$ cat config.mk
export PLATFORM = sky130hd
export DESIGN_NAME = can_tx_frame_packer
export DESIGN_NICKNAME = d
export VERILOG_FILES = /design/src/sv/ctfp_pkg.sv /design/src/sv/can_tx_frame_packer.sv /design/src/sv/ctfp_front.sv /design/src/sv/ctfp_back.sv
export SDC_FILE = /design/constraint.sdc
export NUM_CORES = 1
export LEC_CHECK = 0
export BUFFER_PORTS_ARGS = -buffer_cell sky130_fd_sc_hd__buf_2
export CAP_MARGIN = 10
export CELL_PAD_IN_SITES_DETAIL_PLACEMENT = 1
export CELL_PAD_IN_SITES_GLOBAL_PLACEMENT = 2
export CORE_MARGIN = 4
export CORE_UTILIZATION = 53
export DETAILED_ROUTE_END_ITERATION = 12
export GPL_TIMING_DRIVEN = 0
export PLACE_DENSITY_LB_ADDON = 0.15
export SLEW_MARGIN = 30
export SYNTH_ARGS = -nofsm -noshare
export SYNTH_HDL_FRONTEND = slang
export SYNTH_SLANG_ARGS = --single-unit
$ cat constraint.sdc
create_clock -name aclk -period 28.3 [get_ports aclk]
set_input_delay 5.66 -clock aclk [delete_from_list [all_inputs] [get_ports aclk]]
set_output_delay 5.66 -clock aclk [all_outputs]
set_load 0.02 [all_outputs]
$ cat src/sv/ctfp_pkg.sv
// Shared types and constants for the CAN transmit frame packer.
`timescale 1ns / 1ps

package ctfp_pkg;

    localparam int DEST_W   = 5;
    localparam int WORD_W   = 16;
    localparam int ID_W     = 11;
    localparam int LEN_W    = 4;
    localparam int ADDR_W   = 5;
    localparam int S_DATA_W = 40;
    localparam int M_DATA_W = 96;

    // words per stored triple, and per two-pair frame
    localparam int SET_WORDS  = 3;
    localparam int PAIR_WORDS = 6;

    // frame length codes
    localparam logic [LEN_W-1:0] LEN_NONE = 4'd0;
    localparam logic [LEN_W-1:0] LEN_ONE  = 4'd4;
    localparam logic [LEN_W-1:0] LEN_MORE = 4'd8;
    localparam logic [LEN_W-1:0] LEN_LAST = 4'd9;

    localparam logic [ID_W-1:0] ID_EMPTY = 11'd1;
    localparam logic [ID_W-1:0] ID_ERROR = 11'd0;

    // command handed from the front to the back
    typedef struct packed {
        logic              is_req;
        logic [DEST_W-1:0] dest;
        logic [WORD_W-1:0] index;
        logic [WORD_W-1:0] value;
    } cmd_t;

    typedef struct packed {
        logic [ID_W-1:0]   frame_id;
        logic [LEN_W-1:0]  frame_length;
        logic [WORD_W-1:0] data_word0;
        logic [WORD_W-1:0] data_word1;
        logic [WORD_W-1:0] data_word2;
        logic [WORD_W-1:0] data_word3;
        logic              set_error;
        logic [WORD_W-1:0] error_count;
    } res_t;

endpackage

$ cat src/sv/can_tx_frame_packer.sv
// Top level of the CAN transmit frame packer.
`timescale 1ns / 1ps
//
//  channel  dir  tdata                                   tuser
//  s_       in   dest, index, value (40 bits)             kind (1 = frame request)
//  m_       out  id, length, 4 data words, error count    set_error
//  cfg_     in   own_address                              -
//
// A push in the back end is a decision, then three memory writes.
// A frame request is the decision, seven memory reads, a wait for the registered
// read data, and the frame build; empty and flush requests finish at the decision.
// Two commands queue ahead of the back end; s_tready drops once both slots are taken.
// A waiting result holds the back end only at the next frame request.
// aresetn is synchronous; it empties the queue and FIFO and clears the error count.

module can_tx_frame_packer #(
    parameter int FIFO_DEPTH = 64
) (
    input  logic                           aclk,
    input  logic                           aresetn,
    input  logic                           cfg_wr_en,
    input  logic [ctfp_pkg::ADDR_W-1:0]    cfg_wr_data,   // own_address
    input  logic                           s_tvalid,
    output logic                           s_tready,
    input  logic [ctfp_pkg::S_DATA_W-1:0]  s_tdata,       // dest, index, value
    input  logic                           s_tuser,       // kind
    output logic                           m_tvalid,
    input  logic                           m_tready,
    // frame_id, frame_length, data_word0..3, error_count
    output logic [ctfp_pkg::M_DATA_W-1:0]  m_tdata,
    output logic                           m_tuser        // set_error
);
    import ctfp_pkg::*;

    logic [ADDR_W-1:0] own_address_reg;
    logic              cmd_valid;
    logic              cmd_ready;
    cmd_t              cmd;
    res_t              res;

    always_ff @(posedge aclk) begin
        if (!aresetn) begin
            own_address_reg <= '0;
        end else if (cfg_wr_en) begin
            own_address_reg <= cfg_wr_data;
        end
    end

    ctfp_front u_front (
        .aclk      (aclk),
        .aresetn   (aresetn),
        .s_tvalid  (s_tvalid),
        .s_tready  (s_tready),
        .s_tdata   (s_tdata),
        .s_tuser   (s_tuser),
        .cmd_valid (cmd_valid),
        .cmd_ready (cmd_ready),
        .cmd       (cmd)
    );

    ctfp_back #(
        .FIFO_DEPTH (FIFO_DEPTH)
    ) u_back (
        .aclk        (aclk),
        .aresetn     (aresetn),
        .own_address (own_address_reg),
        .cmd_valid   (cmd_valid),
        .cmd_ready   (cmd_ready),
        .cmd         (cmd),
        .res_valid   (m_tvalid),
        .res_ready   (m_tready),
        .res         (res)
    );

    assign m_tdata = {1'b0, res.error_count, res.data_word3, res.data_word2,
                      res.data_word1, res.data_word0, res.frame_length, res.frame_id};
    assign m_tuser = res.set_error;

    a_error_shape: assert property (@(posedge aclk) disable iff (!aresetn)
        m_tvalid && res.set_error |->
            res.frame_length == LEN_NONE && res.frame_id == ID_ERROR)
        else $error("flush result carries a frame");

    a_length_code: assert property (@(posedge aclk) disable iff (!aresetn)
        m_tvalid |-> res.frame_length == LEN_NONE || res.frame_length == LEN_ONE ||
                     res.frame_length == LEN_MORE || res.frame_length == LEN_LAST)
        else $error("bad frame length code");

    a_single_pair: assert property (@(posedge aclk) disable iff (!aresetn)
        m_tvalid && res.frame_length == LEN_ONE |->
            res.data_word2 == '0 && res.data_word3 == '0)
        else $error("single pair frame has stale second pair");

    a_queue_room: assert property (@(posedge aclk) disable iff (!aresetn)
        !cmd_valid |-> s_tready)
        else $error("empty command queue refuses input");

endmodule

$ cat src/sv/ctfp_front.sv
// Input side: accepts words, classifies them and queues commands for the back end.
`timescale 1ns / 1ps

module ctfp_front (
    input  logic                           aclk,
    input  logic                           aresetn,
    input  logic                           s_tvalid,
    output logic                           s_tready,
    input  logic [ctfp_pkg::S_DATA_W-1:0]  s_tdata,
    input  logic                           s_tuser,
    output logic                           cmd_valid,
    input  logic                           cmd_ready,
    output ctfp_pkg::cmd_t                 cmd
);
    import ctfp_pkg::*;

    cmd_t       q_reg [0:1];
    logic       head_reg, head_next;
    logic [1:0] fill_reg, fill_next;
    cmd_t       in_cmd;
    logic       tail;
    logic       do_push, do_pop;

    always_comb begin
        in_cmd.is_req = s_tuser;
        in_cmd.dest   = s_tdata[DEST_W-1:0];
        in_cmd.index  = s_tdata[DEST_W+WORD_W-1:DEST_W];
        in_cmd.value  = s_tdata[DEST_W+2*WORD_W-1:DEST_W+WORD_W];
    end

    assign s_tready  = (fill_reg != 2'd2);
    assign cmd_valid = (fill_reg != 2'd0);
    assign cmd       = q_reg[head_reg];
    assign do_push   = s_tvalid && s_tready;
    assign do_pop    = cmd_valid && cmd_ready;
    assign tail      = head_reg ^ fill_reg[0];

    always_comb begin
        head_next = head_reg ^ do_pop;
        fill_next = fill_reg;
        if (do_push && !do_pop) begin
            fill_next = fill_reg + 2'd1;
        end else if (do_pop && !do_push) begin
            fill_next = fill_reg - 2'd1;
        end
    end

    always_ff @(posedge aclk) begin
        if (!aresetn) begin
            head_reg <= 1'b0;
            fill_reg <= 2'd0;
        end else begin
            head_reg <= head_next;
            fill_reg <= fill_next;
        end
    end

    always_ff @(posedge aclk) begin
        if (do_push) begin
            q_reg[tail] <= in_cmd;
        end
    end

endmodule

$ cat src/sv/ctfp_back.sv
// Back end: word FIFO memory, push writer, frame builder and result register.
`timescale 1ns / 1ps

module ctfp_back #(
    parameter int FIFO_DEPTH = 64
) (
    input  logic                          aclk,
    input  logic                          aresetn,
    input  logic [ctfp_pkg::ADDR_W-1:0]   own_address,
    input  logic                          cmd_valid,
    output logic                          cmd_ready,
    input  ctfp_pkg::cmd_t                cmd,
    output logic                          res_valid,
    input  logic                          res_ready,
    output ctfp_pkg::res_t                res
);
    import ctfp_pkg::*;

    localparam int PTR_W = $clog2(FIFO_DEPTH);
    localparam int CNT_W = $clog2(FIFO_DEPTH + 1);
    localparam logic [PTR_W:0]   DEPTH_W    = (PTR_W + 1)'(FIFO_DEPTH);
    localparam logic [CNT_W-1:0] PUSH_LIMIT = CNT_W'(FIFO_DEPTH - SET_WORDS);
    localparam logic [CNT_W-1:0] CNT_SET    = CNT_W'(SET_WORDS);
    localparam logic [CNT_W-1:0] CNT_PAIR   = CNT_W'(PAIR_WORDS);

    localparam logic [1:0] ST_IDLE   = 2'd0;
    localparam logic [1:0] ST_WRITE  = 2'd1;
    localparam logic [1:0] ST_READ   = 2'd2;
    localparam logic [1:0] ST_FINISH = 2'd3;

    // seven words are fetched per request: dest, index, value, next dest,
    // index, value, and the dest after that
    localparam logic [2:0] LAST_STEP = 3'd7;

    logic [WORD_W-1:0] mem [0:FIFO_DEPTH-1];

    logic [1:0]        state_reg, state_next;
    logic [2:0]        step_reg, step_next;
    logic [PTR_W-1:0]  wp_reg, wp_next;
    logic [PTR_W-1:0]  rp_reg, rp_next;
    logic [CNT_W-1:0]  count_reg, count_next;
    logic [WORD_W-1:0] err_cnt_reg, err_cnt_next;
    logic [DEST_W-1:0] dest_reg, dest_next;
    logic [WORD_W-1:0] index_reg, index_next;
    logic [WORD_W-1:0] value_reg, value_next;
    logic [WORD_W-1:0] word_reg [0:6];
    logic [WORD_W-1:0] word_next [0:6];
    logic [WORD_W-1:0] rd_data_reg;
    logic              res_valid_reg, res_valid_next;
    res_t              res_reg, res_next;

    logic              mem_we;
    logic [WORD_W-1:0] wr_word;
    logic [PTR_W-1:0]  rd_addr;
    logic              out_free;
    logic              match_pair;
    logic              more_follow;

    function automatic logic [PTR_W-1:0] wrap_add(input logic [PTR_W-1:0] p,
                                                  input logic [2:0] k);
        logic [PTR_W:0] s;
        s = {1'b0, p} + (PTR_W + 1)'(k);
        if (s >= DEPTH_W) begin
            s = s - DEPTH_W;
        end
        return s[PTR_W-1:0];
    endfunction

    assign out_free  = !res_valid_reg || res_ready;
    assign res_valid = res_valid_reg;
    assign res       = res_reg;
    assign rd_addr   = wrap_add(rp_reg, step_reg);

    assign match_pair  = (count_reg >= CNT_PAIR) && (word_reg[3] == word_reg[0]);
    assign more_follow = (count_reg > CNT_PAIR) && (word_reg[6] == word_reg[0]);

    always_comb begin
        unique case (step_reg)
            3'd0:    wr_word = WORD_W'(dest_reg);
            3'd1:    wr_word = index_reg;
            default: wr_word = value_reg;
        endcase
    end

    always_comb begin
        state_next     = state_reg;
        step_next      = step_reg;
        wp_next        = wp_reg;
        rp_next        = rp_reg;
        count_next     = count_reg;
        err_cnt_next   = err_cnt_reg;
        dest_next      = dest_reg;
        index_next     = index_reg;
        value_next     = value_reg;
        word_next      = word_reg;
        res_valid_next = res_valid_reg && !res_ready;
        res_next       = res_reg;
        cmd_ready      = 1'b0;
        mem_we         = 1'b0;

        unique case (state_reg)
            ST_IDLE: begin
                if (cmd_valid && !cmd.is_req) begin
                    cmd_ready = 1'b1;
                    if (count_reg < PUSH_LIMIT) begin
                        dest_next  = cmd.dest;
                        index_next = cmd.index;
                        value_next = cmd.value;
                        step_next  = 3'd0;
                        state_next = ST_WRITE;
                    end
                end else if (cmd_valid && out_free) begin
                    cmd_ready = 1'b1;
                    priority if (count_reg == '0) begin
                        res_next              = '0;
                        res_next.frame_id     = ID_EMPTY;
                        res_next.frame_length = LEN_NONE;
                        res_next.error_count  = err_cnt_reg;
                        res_valid_next        = 1'b1;
                    end else if (count_reg == CNT_SET || count_reg >= CNT_PAIR) begin
                        step_next  = 3'd0;
                        state_next = ST_READ;
                    end else begin
                        // not a whole number of triples: flush
                        err_cnt_next          = err_cnt_reg + 16'd1;
                        wp_next               = '0;
                        rp_next               = '0;
                        count_next            = '0;
                        res_next              = '0;
                        res_next.frame_id     = ID_ERROR;
                        res_next.set_error    = 1'b1;
                        res_next.error_count  = err_cnt_reg + 16'd1;
                        res_valid_next        = 1'b1;
                    end
                end
            end
            ST_WRITE: begin
                mem_we     = 1'b1;
                wp_next    = wrap_add(wp_reg, 3'd1);
                count_next = count_reg + CNT_W'(1);
                step_next  = step_reg + 3'd1;
                if (step_reg == 3'd2) begin
                    state_next = ST_IDLE;
                end
            end
            ST_READ: begin
                // read data is registered: it arrives in the cycle after its address
                if (step_reg != 3'd0) begin
                    for (int i = 0; i < 6; i++) begin
                        word_next[i] = word_reg[i+1];
                    end
                    word_next[6] = rd_data_reg;
                end
                step_next = step_reg + 3'd1;
                if (step_reg == LAST_STEP) begin
                    state_next = ST_FINISH;
                end
            end
            default: begin
                res_next.frame_id   = {word_reg[0][DEST_W-1:0], 1'b0, own_address};
                res_next.data_word0 = word_reg[1];
                res_next.data_word1 = word_reg[2];
                res_next.set_error  = 1'b0;
                res_next.error_count = err_cnt_reg;
                if (match_pair) begin
                    res_next.frame_length = more_follow ? LEN_MORE : LEN_LAST;
                    res_next.data_word2   = word_reg[4];
                    res_next.data_word3   = word_reg[5];
                    rp_next               = wrap_add(rp_reg, 3'(PAIR_WORDS));
                    count_next            = count_reg - CNT_PAIR;
                end else begin
                    res_next.frame_length = LEN_ONE;
                    res_next.data_word2   = '0;
                    res_next.data_word3   = '0;
                    rp_next               = wrap_add(rp_reg, 3'(SET_WORDS));
                    count_next            = count_reg - CNT_SET;
                end
                res_valid_next = 1'b1;
                state_next     = ST_IDLE;
            end
        endcase
    end

    always_ff @(posedge aclk) begin
        if (!aresetn) begin
            state_reg     <= ST_IDLE;
            step_reg      <= 3'd0;
            wp_reg        <= '0;
            rp_reg        <= '0;
            count_reg     <= '0;
            err_cnt_reg   <= '0;
            res_valid_reg <= 1'b0;
        end else begin
            state_reg     <= state_next;
            step_reg      <= step_next;
            wp_reg        <= wp_next;
            rp_reg        <= rp_next;
            count_reg     <= count_next;
            err_cnt_reg   <= err_cnt_next;
            res_valid_reg <= res_valid_next;
        end
    end

    always_ff @(posedge aclk) begin
        dest_reg  <= dest_next;
        index_reg <= index_next;
        value_reg <= value_next;
        word_reg  <= word_next;
        res_reg   <= res_next;
    end

    always_ff @(posedge aclk) begin
        if (mem_we) begin
            mem[wp_reg] <= wr_word;
        end
        rd_data_reg <= mem[rd_addr];
    end

endmodule

* Yosys cells after proc, flatten, opt, wreduce, memory -nomap -nowiden
Memory sizes are Yosys's and may differ from the RTL's. A register that Yosys moved wholly into a read port is not among the register bits. Cells that the tools add are included. Widths: inputs -> output; s select.
Word-level totals: register bits after elaboration 294, memory bits (writable) 1100, output and inout port bits 99, logic and storage cells 169, memories kept 2
Operators by class: $add $sub $neg 15, order comparisons 7, eq/ne operators 20, mux-type cells 56, bitwise operators 7, reduce and logical (&&, ||, !) cells 34
Memory list:
- u_back.mem | depth 64, width 16, read ports 1, clocked after memory_dff 1, write ports 1, line ctfp_back.sv:35 | logic [WORD_W-1:0] mem [0:FIFO_DEPTH-1];
- u_front.q_reg | depth 2, width 38, read ports 1, clocked after memory_dff 1, write ports 1, line ctfp_front.sv:17 | cmd_t q_reg [0:1];
Operator list (count):
- $mux 96 | 4
- $pmux 96 s2 | 1
- $mux 6 | 9
- $mux 7 | 5
- $eq 16x16->1 | 2
- $mux 32 | 1
- $pmux 16 s2 | 1
- $ge 7x7->1 const B | 4
- $reduce_and 5->1 | 5
- $pmux 6 s2 | 2
- $sub 6x1->6 const B | 4
- $pmux 7 s3 | 1
- $mux 2 | 9
- $add 16x1->16 const B | 1
- $mux 3 | 5
- $mux 1 | 14
- $logic_and 1x1->1 | 9
- $ne 2x2->1 const B | 4
- $reduce_bool 2->1 | 4
- $add 6x1->7 const B | 1
- $add 6x2->7 const B | 1
- $add 6x3->7 | 1
- $add 6x3->7 const B | 1
- $add 7x1->7 const B | 1
- other kinds (35) | 49

* Longest topological paths before layout
word-level depth 10, gate-level depth with buffers 10

* Cells and area by module
From an unflattened synthesis, not the netlist that was laid out.
Second synthesis, totals: cell total of the unflattened synthesis 2566, area total of the unflattened synthesis 53890.4 um^2
By module, submodules not included:
- ctfp_back | instances 1, cells an instance 2405, area an instance 50722.4 um^2, seq. area each 39187.6 um^2
- ctfp_front | instances 1, cells an instance 143, area an instance 2964.1 um^2, seq. area each 2362.3 um^2
- can_tx_frame_packer | instances 1, cells an instance 18, area an instance 203.9 um^2, seq. area each 100.1 um^2

* Worst setup path before layout
Ideal clock, no wire load.
path kind input to register, from input port m_tready, to register u_back.res_reg, in the netlist u_back.res[0] (enable), setup time 0.577 ns, data arrival time 10.846 ns, required time 27.723 ns, path slack 16.876 ns, stages on the path 4, buffers on the path 0, cell sequence nand2b_1 > o21ai_0 > a211o_1 > a21oi_1
On the way: cells in the longest elaborated chain, start to end 4
Ends and longest elaborated chain:
- start: declaration | line can_tx_frame_packer.sv:28 | input logic m_tready,
- $logic_or 1x1->1 | line ctfp_back.sv:69 | assign out_free = !res_valid_reg || res_ready;
- $logic_and 1x1->1 | line ctfp_back.sv:112 | end else if (cmd_valid && out_free) begin
- $ne 2x1->1 (no line)
- $reduce_and 4->1 (no line)
- end signal: assignment | line ctfp_back.sv:209 | res_reg <= res_next;
- end: declaration | line ctfp_back.sv:50 | res_t res_reg, res_next;
Every way passes these cells. A chain may end at the register's enable or synchronous reset.

* Worst setup path after layout
from input port m_tready, to register u_back.res_reg, in the netlist u_back.res[25] (enable)
The elaborated chain is that of the path after synthesis.

==> results.md <==
* Die H at 327 um
* Number of max-cap violations at 0
* CP bufs+invs at 5
* Outcome: finished clean
* Clock transition at the registers of the reported paths at 0.06 ns
* Total clock buffers created by CTS at 146
* Unrepaired setup endpoints after global routing: no
* Yosys warning total at 0
* Area after DPL at 58100 um^2
* Count of mapped cells out of synthesis at 2486
* Leak Pwr at 20.2 nW
* Clock tree from TritonCTS: yes
* # setup viols final at 0
* Max Slew Vio Count at 0
* Period utilisation layout at 26.6%
* Max clock buf depth at 3
* Post-synth EDFFs at 1343
* Port Buffer Count at 142
* Cells traversed along the worst timing path: buf_2 -> nand2b_1 -> o21ai_0 -> a211o_1 -> a21oi_4 -> buf_16 -> buf_16 -> buf_8 -> buf_8
* Core area at 100000 um^2
* Peak supply drop at 0.0808 mV
* Worst Path Class, Setup: in2reg
* Max reg flops at 1024
* Relative slew slack at 30.5%
* Final hold violations at 0
* Average cell area after synthesis at 21.6 um^2
* Endpoint required time on the critical path at 28.74 ns
* Total I/O pin count at 150
* Slowest cell on the critical path: sky130_fd_sc_hd__a21oi_4
* Cell-internal power at 4.71 mW
* Most common library cell in the layout ignoring fill and taps: sky130_fd_sc_hd__edfxtp_1
* Number of antenna violations at the first check in global routing at 4
* Non-filler instance count after layout at 4342
* Initial cell density of the core at 53.5%
* Logic depth of the worst setup path including buffers at 9
* Yosys cell types at 61
* Post-route setup TNS at 0 ns
* Wire length of the first global-routing pass at 193 mm
* Maximum number of pins on one net before global-route repair at 65
* Number of clock sinks seen by CTS at 1409
* Type of origin of the critical path: input pin
* Via count of the first global-routing pass at 28000
* Leading post-synthesis cells by cell area: sky130_fd_sc_hd__edfxtp_1 (75%), sky130_fd_sc_hd__mux4_2 (14%), sky130_fd_sc_hd__dfxtp_1 (2.5%)
* Ratio of routed vias to standard cells at 6.02
* Overall via count from detail_route at 26100
* Slew @ Worst Pin at 1.04 ns
* Fraction of layout cells with a size suffix above 1 at 32.0%
* Final cell area excluding filler cells at 62700 um^2
* Die area at 107000 um^2
* Commonest cells after routing, fill and taps aside: sky130_fd_sc_hd__edfxtp_1 (1343), sky130_fd_sc_hd__mux4_2 (336), sky130_fd_sc_hd__buf_2 (178), sky130_fd_sc_hd__clkbuf_16 (150), sky130_fd_sc_hd__clkbuf_1 (99)
* Switching pwr at 2.24 mW
* Violation count after the first detailed-routing iteration at 2693
* Post-synth top area cell: sky130_fd_sc_hd__edfxtp_1
* Fraction of the yosys area taken by sequential cells at 77.4%
* Timing-limited maximum frequency at 133 MHz
* Power per Cell Area at 111 nW/um^2
* Hold Crit Depth at 0
* Share of total power in the clock network at 26.2%
* Combinational group share of total power at 33.4%
* Most used DFF post-synth: sky130_fd_sc_hd__edfxtp_1
* Remaining global-route overflow at 0
* HPWL after detailed placement at 90.2 mm
* Total of flip-flops plus latches after synthesis at 1409
* Delay-heaviest family, CP: compound AO/OA/AOI/OAI gates
* Clock latency on the worst-skew pair at 0.76 ns
* Largest driver fanout on the critical path at 22
* Share of Yosys cell area claimed by the top area cell type at 75.0%
* Fraction of power spent switching nets at 32.2%
* Standard-cell rows at 116
* Skew final at 0.0225 ns
* Final estimated routing congestion in global placement at 0.818
* CTS root buf: sky130_fd_sc_hd__clkbuf_16
* Critical path capture point type: flip-flop
* Hold WC Path Type: reg2reg
* Area growth, synth to finish at 16.5%
* Pre-Repair DR Iteration Count at 7
* Worst-case reg-to-reg path depth at 7
* Post-layout minimum cycle time at 7.54 ns
* ANT nets after route at 0
* Total of cells resized after clock tree synthesis at 0
* Average wire length per cell after detail routing at 30.3 um
* Detailed Route WL at 132 mm
* Global routing usage summed across all routing layers at 25.1%
* Post-Syn Area at 53800 um^2
* Number of nets in the final layout at 2943
* Post-synth ARST share at 0%
* Largest stage delay on the critical path at 0.51 ns
* Width of the chip at 327 um
* Relative contribution of sequential cells to total power at 40.4%
* Residual DRC count at 0
* H-Tree Depth at 4
* Buffer count from post-CTS setup fixing at 0
* Endpoint arrival time on the critical path at 7.97 ns
* Number of antenna cells inserted at 0
* Total instance count after detailed placement at 4075
* Number of hold buffers added after cts at 0
==> layer usage <==
metal  wire (um)  up-vias  global-route usage, %
met1       51700    13900                   33.6
li1            -    11000                      -
met3        9950      204                   5.89
met5           0        -                      0
met2       65600     1013                   41.2
met4        4400        0                   8.49
==> area by class of cell <==
type | count | area (um^2)
Buffer | 118 | 514
Tap cell | 1357 | 1700
Clock inverter | 81 | 601
Timing Repair Buffer | 230 | 2140
Inverter | 17 | 63.8
Clock buffer | 186 | 3950
Multi-Input combinational cell | 944 | 12000
Fill cell | 8220 | 37800
Sequential cell | 1409 | 41600
==> worst register-to-register path: cells and delay by family, from the launching register on <==
| kind | cells | cell delay (ns) |
|---|---|---|
| adder cells (fa/ha/maj) | 2 | 0.84 |
| multiplexers | 3 | 1.64 |
| flip-flops | 1 | 0.37 |
| buffers and inverters | 2 | 1.53 |
==> path summary, 6_finish.rpt <==
path,startpoint,to,slack [ns]
worst max-delay path,m_tready,u_back.res[25]$_SDFFCE_PP0P_,20.76
worst min-delay path,u_back.rd_data_reg[12]$_DFF_P_,u_back.word_reg[12]$_DFFE_PP_,0.40
worst max register to register,u_back.step_reg[0]$_SDFFE_PN0P_,u_back.rd_data_reg[6]$_DFF_P_,23.75
worst min register to register,u_back.rd_data_reg[12]$_DFF_P_,u_back.word_reg[12]$_DFFE_PP_,0.40
==> logic make-up after synthesis <==
kind of cell	after synthesis	share of synthesized area, %
xor gates and xnor gates	65	1.06
DFF	1409	77.4
buffers and inverters	135	1.07
other	1	0.00697
AOI/OAI and AO/OA	120	1.50
and+or+nand+nor	343	3.19
adders and majority gates	26	0.619
muxes	387	15.1
==> stage by stage <==
stage	setup WS [ns]	utilization, %	power (mW)	hold WS, ns
finish	20.76	62.4	6.95	0.400
CTS	20.80	62.4	7.01	0.400
global route	20.64	62.4	7.23	0.411
floorplan	16.88	-	4.22	0.386
global placement	14.81	56.0	5.03	0.388
detailed placement	20.01	57.8	5.18	0.390
==> cells in the mapped netlist (all sizes together), types with 11 or more instances <==
cell    count
nand3      23
xnor2      32
xor2       33
clkbuf     72
nor2b      50
nor2      118
o21ai      31
buf        46
inv        17
ha         25
nand2      50
mux4      336
mux2       41
a21oi      30
dfxtp      66
nand4      13
edfxtp   1343
nor3       13
and2       35
a22o       11
==> power by group through the flow <==
stage                     sequential, mW  clock, mW  combinational (mW)
final                               2.81       1.82                2.32
after CTS                           2.81       1.86                2.34
after detailed placement            2.85          0                2.33
after global placement              2.95          0                2.08
after global routing                2.82       1.96                2.45
after floorplan                     2.98          0                1.25
Note: power is estimated with default switching activity, not from simulation.
